**config.mk**
```make
export PLATFORM = sky130hd
export DESIGN_NAME = sgu_root_alu
export DESIGN_NICKNAME = d
export VERILOG_FILES = /design/src/rtl/core/sgu_pkg.sv /design/src/rtl/core/sgu_root_alu.sv
export SDC_FILE = /design/constraint.sdc
export NUM_CORES = 1
export LEC_CHECK = 0
export BUFFER_PORTS_ARGS = -buffer_cell sky130_fd_sc_hd__buf_2
export CAP_MARGIN = 10
export CORE_MARGIN = 1.5
export CORE_UTILIZATION = 40
export CTS_CLUSTER_SIZE = 8
export DETAILED_ROUTE_END_ITERATION = 12
export PLACE_DENSITY = 0.71
export SLEW_MARGIN = 20
export SYNTH_ARGS = -nofsm -noshare
export SYNTH_HDL_FRONTEND = slang
export SYNTH_SLANG_ARGS = --single-unit
```
**constraint.sdc**
```tcl
create_clock -name clock -period 5.87 [get_ports clock]
set_input_delay 1.174 -clock clock [delete_from_list [all_inputs] [get_ports clock]]
set_output_delay 1.174 -clock clock [all_outputs]
set_load 0.1 [all_outputs]
```
**src/rtl/core/sgu_pkg.sv**
```systemverilog
// shared types, widths and codes for the sieve root update block
package sgu_pkg;

   localparam int ENTRY_DEPTH = 4096;
   localparam int ENTRY_AW = 12;
   localparam int ROW_AW = 4;
   localparam int MAX_FACTORS = 16;
   localparam int VAL_W = 24;
   localparam int POLY_W = 16;
   localparam int CNT_W = 13;
   localparam int FC_W = 5;
   localparam int CSR_IDX_W = 2;

   localparam logic [CNT_W-1:0] FIRST_UPDATED = 13'd3;
   localparam logic [CNT_W-1:0] PRIME_COUNT_RST = 13'd4;
   localparam logic [FC_W-1:0] FACTOR_COUNT_RST = 5'd2;
   localparam logic [CNT_W-1:0] PRIME_COUNT_MAX = 13'd4096;
   localparam logic [FC_W-1:0] FACTOR_COUNT_MAX = 5'd16;

   localparam logic [1:0] REQ_LOAD_PRIME = 2'd0;
   localparam logic [1:0] REQ_LOAD_DELTA = 2'd1;
   localparam logic [1:0] REQ_ADVANCE = 2'd2;
   localparam logic [1:0] REQ_READ = 2'd3;

   localparam logic [CSR_IDX_W-1:0] CSR_PRIME_COUNT = 2'd0;
   localparam logic [CSR_IDX_W-1:0] CSR_FACTOR_COUNT = 2'd1;

   typedef struct packed {
      logic [1:0] req_type;
      logic [ENTRY_AW-1:0] entry_index;
      logic [ROW_AW-1:0] factor_row;
      logic [VAL_W-1:0] prime_value;
      logic [VAL_W-1:0] word_a;
      logic [VAL_W-1:0] word_b;
      logic [POLY_W-1:0] poly_index;
   } sgu_req_type;

   typedef struct packed {
      logic [VAL_W-1:0] root_low;
      logic [VAL_W-1:0] root_high;
      logic status;
   } sgu_rsp_type;

   typedef struct packed {
      logic [VAL_W-1:0] prime;
      logic [VAL_W-1:0] root_low;
      logic [VAL_W-1:0] root_high;
   } sgu_entry_type;

   typedef struct packed {
      logic en;
      logic [ENTRY_AW-1:0] addr;
      sgu_entry_type entry;
   } sgu_wr_type;

endpackage

```
**src/rtl/core/sgu_root_alu.sv**
```systemverilog
// two-stage modular root shift and sort for one factor base entry per cycle
module sgu_root_alu
   import sgu_pkg::*;
(
   input  logic clock,
   input  logic reset,
   input  logic in_vld,
   input  logic sub,
   input  logic [ENTRY_AW-1:0] in_addr,
   input  sgu_entry_type in_entry,
   input  logic [VAL_W-1:0] in_delta,
   output sgu_wr_type wr,
   output logic busy
);

   logic s1_vld_ff, s1_vld_in;
   logic [ENTRY_AW-1:0] s1_addr_ff;
   logic [VAL_W-1:0] s1_prime_ff;
   logic [VAL_W+1:0] s1_lo_ff, s1_hi_ff, s1_lo_in, s1_hi_in;
   logic s1_lo_ge_ff, s1_hi_ge_ff, s1_lo_ge_in, s1_hi_ge_in;
   logic [VAL_W+1:0] lo_red, hi_red;
   logic [VAL_W-1:0] r_lo, r_hi;

   // sum may go negative on subtract; a negative sum counts as not below p
   always_comb begin
      if (sub) begin
         s1_lo_in = {2'b00, in_entry.root_low} + {2'b00, in_entry.prime} - {2'b00, in_delta};
         s1_hi_in = {2'b00, in_entry.root_high} + {2'b00, in_entry.prime} - {2'b00, in_delta};
      end else begin
         s1_lo_in = {2'b00, in_entry.root_low} + {2'b00, in_delta};
         s1_hi_in = {2'b00, in_entry.root_high} + {2'b00, in_delta};
      end
      s1_lo_ge_in = s1_lo_in[VAL_W+1] || (s1_lo_in[VAL_W:0] >= {1'b0, in_entry.prime});
      s1_hi_ge_in = s1_hi_in[VAL_W+1] || (s1_hi_in[VAL_W:0] >= {1'b0, in_entry.prime});
      s1_vld_in = in_vld;
   end

   always_ff @(posedge clock) begin
      if (reset) begin
         s1_vld_ff <= 1'b0;
      end else begin
         s1_vld_ff <= s1_vld_in;
      end
      s1_addr_ff <= in_addr;
      s1_prime_ff <= in_entry.prime;
      s1_lo_ff <= s1_lo_in;
      s1_hi_ff <= s1_hi_in;
      s1_lo_ge_ff <= s1_lo_ge_in;
      s1_hi_ge_ff <= s1_hi_ge_in;
   end

   always_comb begin
      lo_red = s1_lo_ge_ff ? (s1_lo_ff - {2'b00, s1_prime_ff}) : s1_lo_ff;
      hi_red = s1_hi_ge_ff ? (s1_hi_ff - {2'b00, s1_prime_ff}) : s1_hi_ff;
      r_lo = lo_red[VAL_W-1:0];
      r_hi = hi_red[VAL_W-1:0];
      wr.en = s1_vld_ff;
      wr.addr = s1_addr_ff;
      wr.entry.prime = s1_prime_ff;
      if (r_lo < r_hi) begin
         wr.entry.root_low = r_lo;
         wr.entry.root_high = r_hi;
      end else begin
         wr.entry.root_low = r_hi;
         wr.entry.root_high = r_lo;
      end
   end

   assign busy = s1_vld_ff;

   a_sorted : assert property (@(posedge clock) disable iff (reset)
      wr.en |-> (wr.entry.root_low <= wr.entry.root_high))
      else $error("written roots not in order");

   a_stage_follows : assert property (@(posedge clock) disable iff (reset)
      in_vld |=> s1_vld_ff)
      else $error("entry lost between stages");

   a_no_spurious : assert property (@(posedge clock) disable iff (reset)
      s1_vld_ff |-> $past(in_vld))
      else $error("write without a read behind it");

endmodule

```
Word level (Yosys, flattened, before mapping). Index checks and enable logic that the tools add are counted.

Flip-flop bits (word level): 87. Latch bits: 0. Bits in writable memories: 0. Memory bits (read-only): 0. Input bits: 112. Output and inout port bits: 86. Logic and storage cells: 25. Memories kept: 0.

Add/subtract/negate cells: 8. Multiply operators: 0. Divide/modulo/power cells: 0. $lt $le $gt $ge: 3. Equality and inequality tests: 0. Shift-type cells: 0. Mux-type cells: 5. Bitwise operators: 0. Reductions and logical operators: 2.

Operators with widths (number): $add 24x24->25 (4); $mux 26 (2); $sub 25x24->26 (2); $ge 25x24->1 (2); $mux 24 (2); $mux 48 (1); $sub 24x24->24 (2); $lt 24x24->1 (1); $logic_or 1x1->1 (2).

Logic depth before layout (Yosys ltp). Gate-level depths: netlist (run 1).

Depth after elaboration: 5. Depth in mapped cells: 25. Gate-level depth less buffers: 23.

Worst setup path before layout (run 1). No wires, ideal clock.

Path type: flip-flop to output port. Start: register s1_prime_ff[1]. End: output wr[26] in the netlist's numbering. Arrival time: 6539 ps. Path slack: -1843 ps. Stages on the path, launching flop included: 19. Cell sequence: dfxtp_1 > inv_1 > ha_1 > nor2b_1 > o31ai_1 > a2bb2oi_1 > a21o_1 > a21oi_1 > o21ai_0 > xor2_1 > mux2i_1 > inv_1 > ha_1 > nand4_1 > o41ai_1 > a31oi_1 > buf_2 > clkbuf_1 > o21ai_0.

RTL lines: from (decl) (RTL line sgu_root_alu.sv:18) `logic [VAL_W-1:0] s1_prime_ff;`; from (signal assigned) (RTL line sgu_root_alu.sv:45) `s1_prime_ff <= in_entry.prime;`; to (decl) (RTL line sgu_root_alu.sv:12) `output sgu_wr_type wr,`.

==> flow_summary.toml, run 1 <==
[cells_and_area]
syn2layout_area_growth_pct = 37.6
layoutNonFillerInstCount = 2548
nNetsFinal = 2519
drive_gt1_share_pct = 28.2
diodes = 0

[worst_hold_path]
hp-class = "in2reg"

[detailed_routing]
viasPerCell = 5.35
num_vias = 13600
wire_per_inst_um = 17.1
ant_nets = 0
drtIter0Drc = 1078
dr.pass1.iters = 6
wl_um = 43500
drc = 0

[die]
pin_count = 198
rows = 67
fp.dieW_um = 189
die_area_sq_um = 35600
core_area_sq_um = 33800
start_util_pct = 40.9
die_height_um = 189

[logic_synthesis]
ys_seq_area_share_pct = 12.6
syn_inst = 1716
yosys-top-cells-count = "inv_1 (283), ha_1 (260), a21oi_1 (130), nor2_1 (108), dfxtp_1 (87)"
syn_avg_cell_area_sq_um = 8.05
async_reset_ff_share_pct = 0
synthFlopType = "dfxtp_1"
synth-seq-cells = 87
ys_types = 76
yosysTopAreaCell = "ha_1"
netlist_area_sq_um = 13800
synth.most_common_cell = "inv_1"
yosys_warnings = 0
synth_fp_nets = 2140
synth_top_area_share_pct = 23.6
netlist_top_cells_area = "ha_1 (24%), dfxtp_1 (13%), inv_1 (7.7%)"
synth-edff-count = 0

[flow_run]
maxCapViolCount = 0

[global_routing]
grt-ovfl-total = 0
grt.total_usage_pct = 23.8
grt_start_max_net_pins = 39
grt_pass1_wl_um = 67600
grt_pass1_vias = 13300
antenna_found_initial = 0

[placement]
hpwl_um = 36800
io_buffer_count = 197
dp.cells = 2488
dpl_worst_slack_ns = -0.444
gp_congestion = 0.942

[worst_setup_path]
critPathRequiredTime_ns = 4.70
arrival_ns = 4.84
start_kind = "flip-flop"
worstSetupPathType = "reg2out"
endpoint_kind = "primary output"
crit_fanout = 4
crit_end = "wr[45]"
startpoint = "s1_prime_ff[4]"

[outcome]
status = "finished, violations left"
violations = "negative setup slack"

[clocking]
cts_tree = "built"
path_clk_slew_ns = 0.07
ctsHoldBuffers = 0
htreeDepth = 3
cts-root-buf = "clkbuf_16"
clockBufferDepth = 2
cts_sinks = 87
cts_buffers = 9

[timing]
fin_crit_sh_pct = 103
finalHoldViolations = 0
slew_headroom_pct = 33.9
finalCriticalPeriod_ns = 6.02
maxSlewViolCount = 0
setup_slack_ns = -0.147
setup_viol = 37
worst_pin_slew_ns = 0.990
clock.fmax_ghz = 0.166
rsz0062_at_grt = "yes"
stage by stage:
stage	utilization [%]	cell area (sq um)	setup TNS (ns)	hold WS, ns
6_report	56.2	19000	-3.65	0.927
2_1_floorplan	-	14500	-2.65	1.20
3_3_place_gp	52.8	17800	-0.601	1.28
3_5_place_dp	52.8	17800	-1.01	1.28
5_1_grt	56.2	19000	-16.48	0.920
4_1_cts	55.4	18700	-5.99	0.918
placed cells by master (no fill, tap or decap), types with 9 or more instances in the layout:
cell       instances
inv_1            273
ha_1             247
buf_4            179
buf_2            149
a21oi_1          110
nor2_1           103
nand2_1           78
xnor2_1           75
o21ai_0           65
dfxtp_1           65
a21o_1            57
buf_12            56
fa_1              49
xor2_1            40
mux2i_1           35
nor3_1            26
mux2i_4           26
nor2b_1           24
nand2b_1          23
o21bai_1          20
o21a_1            20
o21ai_1           18
nand3_1           17
dfxtp_4           16
nand4_1           15
o211ai_1          15
a211oi_1          13
a31oi_1           13
and3_1            12
mux2i_2           12
nor4_1            11
a21oi_4           11
o31ai_1           10
ha_4              10
a211o_1            9
o22ai_1            9
a21oi_2            9
clkbuf_16          9
routing by layer:
metal,vias up,GRT usage (%),part of all wire (%)
li1,6710,-,-
met1,6405,32.4,46
met2,463,39.5,46
met3,63,2.12,5.8
met4,0,7.51,2.6
met5,-,0,0
flip-flops by register name, summed over array words and instances (netlist names):
| register | cells |
|---|---|
| s1_hi_ge_ff | 1 |
| busy | 1 |
| s1_hi_ff | 24 |
| s1_addr_ff | 12 |
| s1_prime_ff | 24 |
| s1_lo_ge_ff | 1 |
| s1_lo_ff | 24 |
kinds of logic (layout without fill, tap and decap cells):
| family | count (synthesis) | after routing | synth area share [%] |
|---|---|---|---|
| and+or+nand+nor | 355 | 355 | 12.6 |
| DFF | 87 | 87 | 12.6 |
| AOI/OAI and AO/OA | 456 | 456 | 21.9 |
| buffers and inverters | 309 | 693 | 8.47 |
| muxes | 82 | 82 | 6.05 |
| xor gates and xnor gates | 115 | 115 | 7.29 |
| adders and majority gates | 312 | 312 | 31.1 |
worst max-delay path, cell delays in order (launching register included):
cell        delay, ns
dfxtp_4          0.36
clkinvlp_4       0.14
ha_4             0.25
and2_4           0.14
a221oi_2         0.24
nand2_1          0.13
a31o_4           0.24
a21o_1           0.18
a211oi_2         0.22
nor2_1           0.09
mux2i_2          0.19
ha_1             0.28
a21oi_1          0.15
nor2b_1          0.06
o21ai_1          0.19
a21oi_2          0.10
a211oi_2         0.25
o41ai_4          0.16
buf_4            0.16
a31oi_4          0.14
buf_12           0.15
buf_12           0.12
buf_12           0.11
mux2i_4          0.24
buf_12           0.20
timing repair:
| action | in CTS | in global routing |
|---|---|---|
| gates resized for setup | 54 | 53 |
| setup buffers | 30 | 14 |
| pin swaps | 23 | 34 |
| setup endpoints to repair | 50 | 50 |
| cloned | 4 | 0 |
layout make-up:
| class | instances | area, sq um |
|---|---|---|
| Fill cell | 2976 | 14800 |
| Multi-Input combinational cell | 1320 | 11900 |
| Timing Repair Buffer | 394 | 3380 |
| Sequential cell | 87 | 1810 |
| Inverter | 283 | 1070 |
| Tap cell | 448 | 561 |
| Clock buffer | 10 | 239 |
| Clock inverter | 6 | 42.5 |
worst min path at each step:
| stage | start | end | slack (ns) | cells past startpoint |
|---|---|---|---|---|
| 2_1_floorplan | in_entry[48] | s1_prime_ff[0] | 1.20 | 0 |
| 6_report | in_addr[7] | s1_addr_ff[7] | 0.93 | 1 |
| 3_5_place_dp | in_addr[1] | s1_addr_ff[1] | 1.28 | 1 |
| 3_3_place_gp | in_addr[6] | s1_addr_ff[6] | 1.28 | 1 |
| 4_1_cts | in_addr[4] | s1_addr_ff[4] | 0.92 | 1 |
| 5_1_grt | in_addr[0] | s1_addr_ff[0] | 0.92 | 1 |
Power of run 1 is not shown: default switching activity piles up to over one toggle a cycle in this logic, so the estimate is an artifact.
==> run 2: changes to the inputs <==
GPL_ROUTABILITY_DRIVEN = 0   (was default)
SETUP_SLACK_MARGIN = 0.2   (was default)
==> run 2 against run 1 <==
Net effect: largest cell class unchanged; the flow still finishes with violations (negative setup slack); critical path depth grew 2; sequential share of layout area shrank 0.16 points; via count shrank 0.78%; sequential cell count is the same; wire length grew 0.51%; worst setup slack gained 0.048 ns; clock-buffer cell count shrank 1.
==> flow_summary.toml, run 2 (synthesized netlist as in run 1, its figures left out) <==
[outcome]
status = "finished, violations left"
violations = "negative setup slack"

[cells_and_area]
final_util_pct = 57.2
largest_registers = "s1_hi_ff: 24 flops, s1_lo_ff: 24 flops, s1_prime_ff: 24 flops"
multiInputGateArea_sq_um = 12400
layoutNonFillerInstCount = 2518
fillers = 2860
nNetsFinal = 2488
mostFrequentLayoutCell = "inv_1"
layout_common_cells = "inv_1 (267), ha_1 (236), buf_2 (148), buf_4 (138), a21oi_1 (102)"
register_area_sq_um = 1810
syn2layout_area_growth_pct = 39.9
drive_gt1_share_pct = 30.3

[timing]
maxSlewViolCount = 0
worst_pin_slew_ns = 0.759
rsz0062_at_grt = "yes"
clock.fmax_ghz = 0.168
finalHoldViolations = 0
fin_crit_sh_pct = 102
setup_viol = 43
slew_headroom_pct = 49.3
setup_slack_ns = -0.0989
finalCriticalPeriod_ns = 5.97
fin_setup_tns_ns = -1.94

[clocking]
cts-root-buf = "clkbuf_16"
ctsHoldBuffers = 0
htreeDepth = 3
path_clk_slew_ns = 0.07
clockBufferDepth = 2
cts_tree = "built"
cts_buffers = 9
cts_sinks = 87

[global_routing]
grt_start_max_net_pins = 35
grt-ovfl-total = 0
grtUsageMet3_pct = 2.05
grt_pass1_vias = 13200
grt.total_usage_pct = 23.8
grt_use_met2_pct = 40.8
grt_busiest_layer = "met2"
antenna_found_initial = 1
grt_pass1_wl_um = 67900
met1_usage_pct = 31.5

[die]
core_area_sq_um = 33800
rows = 67
die_area_sq_um = 35600
die_height_um = 189
fp.dieW_um = 189
pin_count = 198
start_util_pct = 40.9

[detailed_routing]
viasPerCell = 5.37
wl_um = 43700
num_vias = 13500
ant_nets = 0
drc = 0
wire_per_inst_um = 17.4
drtIter0Drc = 806
dr.pass1.iters = 5

[worst_hold_path]
hp-class = "in2reg"
hp-start = "in_addr[1]"

[placement]
dp.cells = 2451
hpwl_um = 36400
io_buffer_count = 197

[worst_setup_path]
worstSetupPathType = "reg2out"
start_kind = "flip-flop"
startpoint = "s1_prime_ff[0]"
crit_fanout = 5
arrival_ns = 4.79
endpoint_kind = "primary output"
critPathRequiredTime_ns = 4.70

[flow_run]
maxCapViolCount = 0
run 2: cell count changes in the layout (fill, tap and decap cells not counted), moves of 6 or more:
cell | before | now
a21oi_1 | 110 | 102
nor2_4 | 2 | 12
buf_4 | 179 | 138
o21ai_1 | 18 | 12
nor2_1 | 103 | 92
ha_4 | 10 | 18
buf_6 | 5 | 14
inv_1 | 273 | 267
ha_1 | 247 | 236
run 2: repair_timing:
action,4_1_cts,5_1_grt
resized for setup,92,89
buffers inserted,29,17
pin swaps,39,47
gates cloned,4,0
setup endpoints to repair,50,50
run 2: critical path, stage by stage (launching register included):
cell      delay, ns
dfxtp_4        0.38
ha_4           0.13
inv_2          0.03
fa_2           0.34
a21o_1         0.18
nand4_1        0.16
a31oi_1        0.14
o21ai_1        0.15
nand2b_1       0.12
buf_4          0.15
xor2_1         0.13
mux2i_1        0.27
inv_1          0.08
ha_2           0.28
nand4_1        0.11
nor2_1         0.07
nor2_1         0.13
a21oi_2        0.08
a211oi_2       0.18
o41ai_2        0.11
buf_4          0.16
a31oi_4        0.21
buf_6          0.14
buf_12         0.13
buf_12         0.12
mux2i_4        0.25
buf_12         0.20
run 2: layout make-up:
cell class	instances	area share [%]
Clock inverter	7	0.363
Multi-Input combinational cell	1320	64.0
Antenna cell	1	0.0130
Sequential cell	87	9.36
Tap cell	448	2.90
Clock buffer	9	1.17
Timing Repair Buffer	363	16.6
Inverter	283	5.58
run 2: layer usage:
metal / share of wire, % / wire [um] / vias to the layer above
met1: 44 / 19400 / 6368
li1: - / - / 6635
met5: 0 / 0 / -
met2: 48 / 20900 / 458
met4: 2.6 / 1130 / 0
met3: 5.4 / 2350 / 73
run 2: worst paths after layout:
check | depth (start not counted) | to | slack [ns]
min | 1 | s1_addr_ff[1] | 0.93
max | 26 | wr[37] | -0.1
run 2: metrics by stage:
stage	area, sq um	hold WS (ns)	setup WS [ns]
final	19300	0.928	-0.0989
after global routing	19300	0.918	-0.281
after CTS	18800	0.916	-0.101
after detailed placement	17800	1.28	-0.440
after global placement	17800	1.28	-0.252
after floorplan	14700	1.20	0.0669
Power of run 2 is left out for the same reason.
==> run 3: changes to the inputs <==
CAP_MARGIN = 20   (was 10)
CTS_BUF_LIST = sky130_fd_sc_hd__clkbuf_4   (was default)
PLACE_DENSITY = 0.58   (was 0.71)
==> run 3 against run 2 <==
Net effect: the run still ends with negative setup slack left; non-clock buffer count rose by 17; design area fell by 2.0%; wire length fell by 4.7%; clock-buffer cell count did not move; die area did not move; global-route usage fell by 0.74 points; worst setup slack got worse by 0.056 ns; sequential share of layout area rose by 0.20 points; critical path type unchanged; critical endpoint is now wr[34].
==> flow_summary.toml, run 3 (synthesized netlist as in run 1, its figures left out) <==
[outcome]
status = "finished, violations left"
violations = "negative setup slack"

[detailed_routing]
wire_per_inst_um = 16.4
wl_um = 41700
drc = 0
num_vias = 13100
drtIter0Drc = 614
viasPerCell = 5.17
dr.pass1.iters = 7
ant_nets = 0

[cells_and_area]
largest_registers = "s1_hi_ff: 24 flops, s1_lo_ff: 24 flops, s1_prime_ff: 24 flops"
fillers = 3075
register_area_sq_um = 1810
layout_common_cells = "inv_1 (269), ha_1 (240), buf_4 (169), buf_2 (149), a21oi_1 (109)"
mostFrequentLayoutCell = "inv_1"
nNetsFinal = 2505
postLayoutCellArea_sq_um = 18900
drive_gt1_share_pct = 29.4
syn2layout_area_growth_pct = 37.1
multiInputGateArea_sq_um = 12100

[worst_setup_path]
worstSetupPathType = "reg2out"
arrival_ns = 4.85
start_kind = "flip-flop"
endpoint_kind = "primary output"
startpoint = "s1_lo_ff[0]"
slowest_stage = "dfxtp_2"
critPathRequiredTime_ns = 4.70
crit_family = "compound AO/OA/AOI/OAI gates"
cp_slowest_stage_delay_ns = 0.35
crit_fanout = 7
crit_buf_inv = 8
path_common_cell = "buf_4"

[global_routing]
grt-ovfl-total = 0
grt_pass1_wl_um = 65700
antenna_found_initial = 1
grt_start_max_net_pins = 35
grt.total_usage_pct = 23.1
grt_pass1_vias = 12800

[timing]
maxSlewViolCount = 0
finalHoldViolations = 0
rsz0062_at_grt = "yes"
setup_slack_ns = -0.155
setup_viol = 47
worst_pin_slew_ns = 0.798
slew_headroom_pct = 46.7
clock.fmax_ghz = 0.166
finalCriticalPeriod_ns = 6.03
fin_crit_sh_pct = 103

[die]
core_area_sq_um = 33800
die_height_um = 189
die_area_sq_um = 35600
rows = 67
fp.dieW_um = 189
pin_count = 198
start_util_pct = 40.9

[clocking]
cts-root-buf = "clkbuf_4"
cts_sinks = 87
path_clk_slew_ns = 0.16
cts_tree = "built"
ctsHoldBuffers = 0
cts_buffers = 9
htreeDepth = 3
clockBufferDepth = 2

[placement]
placed_area_sq_um = 18000
hpwl_um = 36200
io_buffer_count = 197

[worst_hold_path]
holdPathStages = 1
hp-class = "in2reg"
hold_end = "s1_addr_ff[10]"
hp-start = "in_addr[10]"

[flow_run]
maxCapViolCount = 0
run 3: changes by cell type in the layout (fill, tap and decap cells not counted), sizes merged:
cell and change:
clkinv -2, bufinv +1, clkinvlp -2, inv +3, clkbuf +1, buf +16
run 3: per-stage QoR:
step / worst slack, ns / TNS (ns) / hold WS, ns / utilization, % / std cells
after CTS: -0.179 / -5.43 / 0.747 / 54.6 / 2511
after detailed placement: -0.304 / -0.525 / 1.28 / 53.2 / 2478
final: -0.155 / -4.32 / 0.788 / 56.0 / 2535
after global routing: -0.350 / -14.02 / 0.757 / 56.0 / 2535
after global placement: -0.301 / -0.468 / 1.28 / 53.2 / 2478
after floorplan: 0.0669 / 0 / 1.20 / - / 1716
run 3: worst max-delay path by stage:
stage	to	slack, ns	depth (start not counted)
6_report	wr[34]	-0.16	26
5_1_grt	wr[34]	-0.35	26
3_3_place_gp	s1_hi_ge_ff	-0.30	25
3_5_place_dp	s1_lo_ge_ff	-0.30	20
4_1_cts	wr[25]	-0.18	22
2_1_floorplan	wr[37]	0.07	20
run 3: repair_timing:
item,CTS,global route
gates resized for setup,42,72
setup endpoints to repair,48,50
pin swaps,24,47
hold endpoints to repair,0,0
gates cloned,1,1
setup buffers,16,22
run 3: layout make-up:
| class | count | share of cell area (%) |
|---|---|---|
| multi-input cells | 1320 | 63.9 |
| flip-flops and latches | 87 | 9.56 |
| clock inverters | 7 | 0.542 |
| well taps | 448 | 2.96 |
| repair buffers | 380 | 17.0 |
| diodes | 1 | 0.0132 |
| inverters | 283 | 5.66 |
| clock buffers | 9 | 0.357 |
run 3: routing by layer:
metal | share of wire (%) | track usage, % | vias up
met2 | 45 | 37.5 | 287
met1 | 50 | 33.1 | 6078
met5 | 0 | 0 | -
met3 | 3.7 | 1.53 | 41
met4 | 1.8 | 5.71 | 0
li1 | - | - | 6694
Power of run 3 is left out for the same reason.
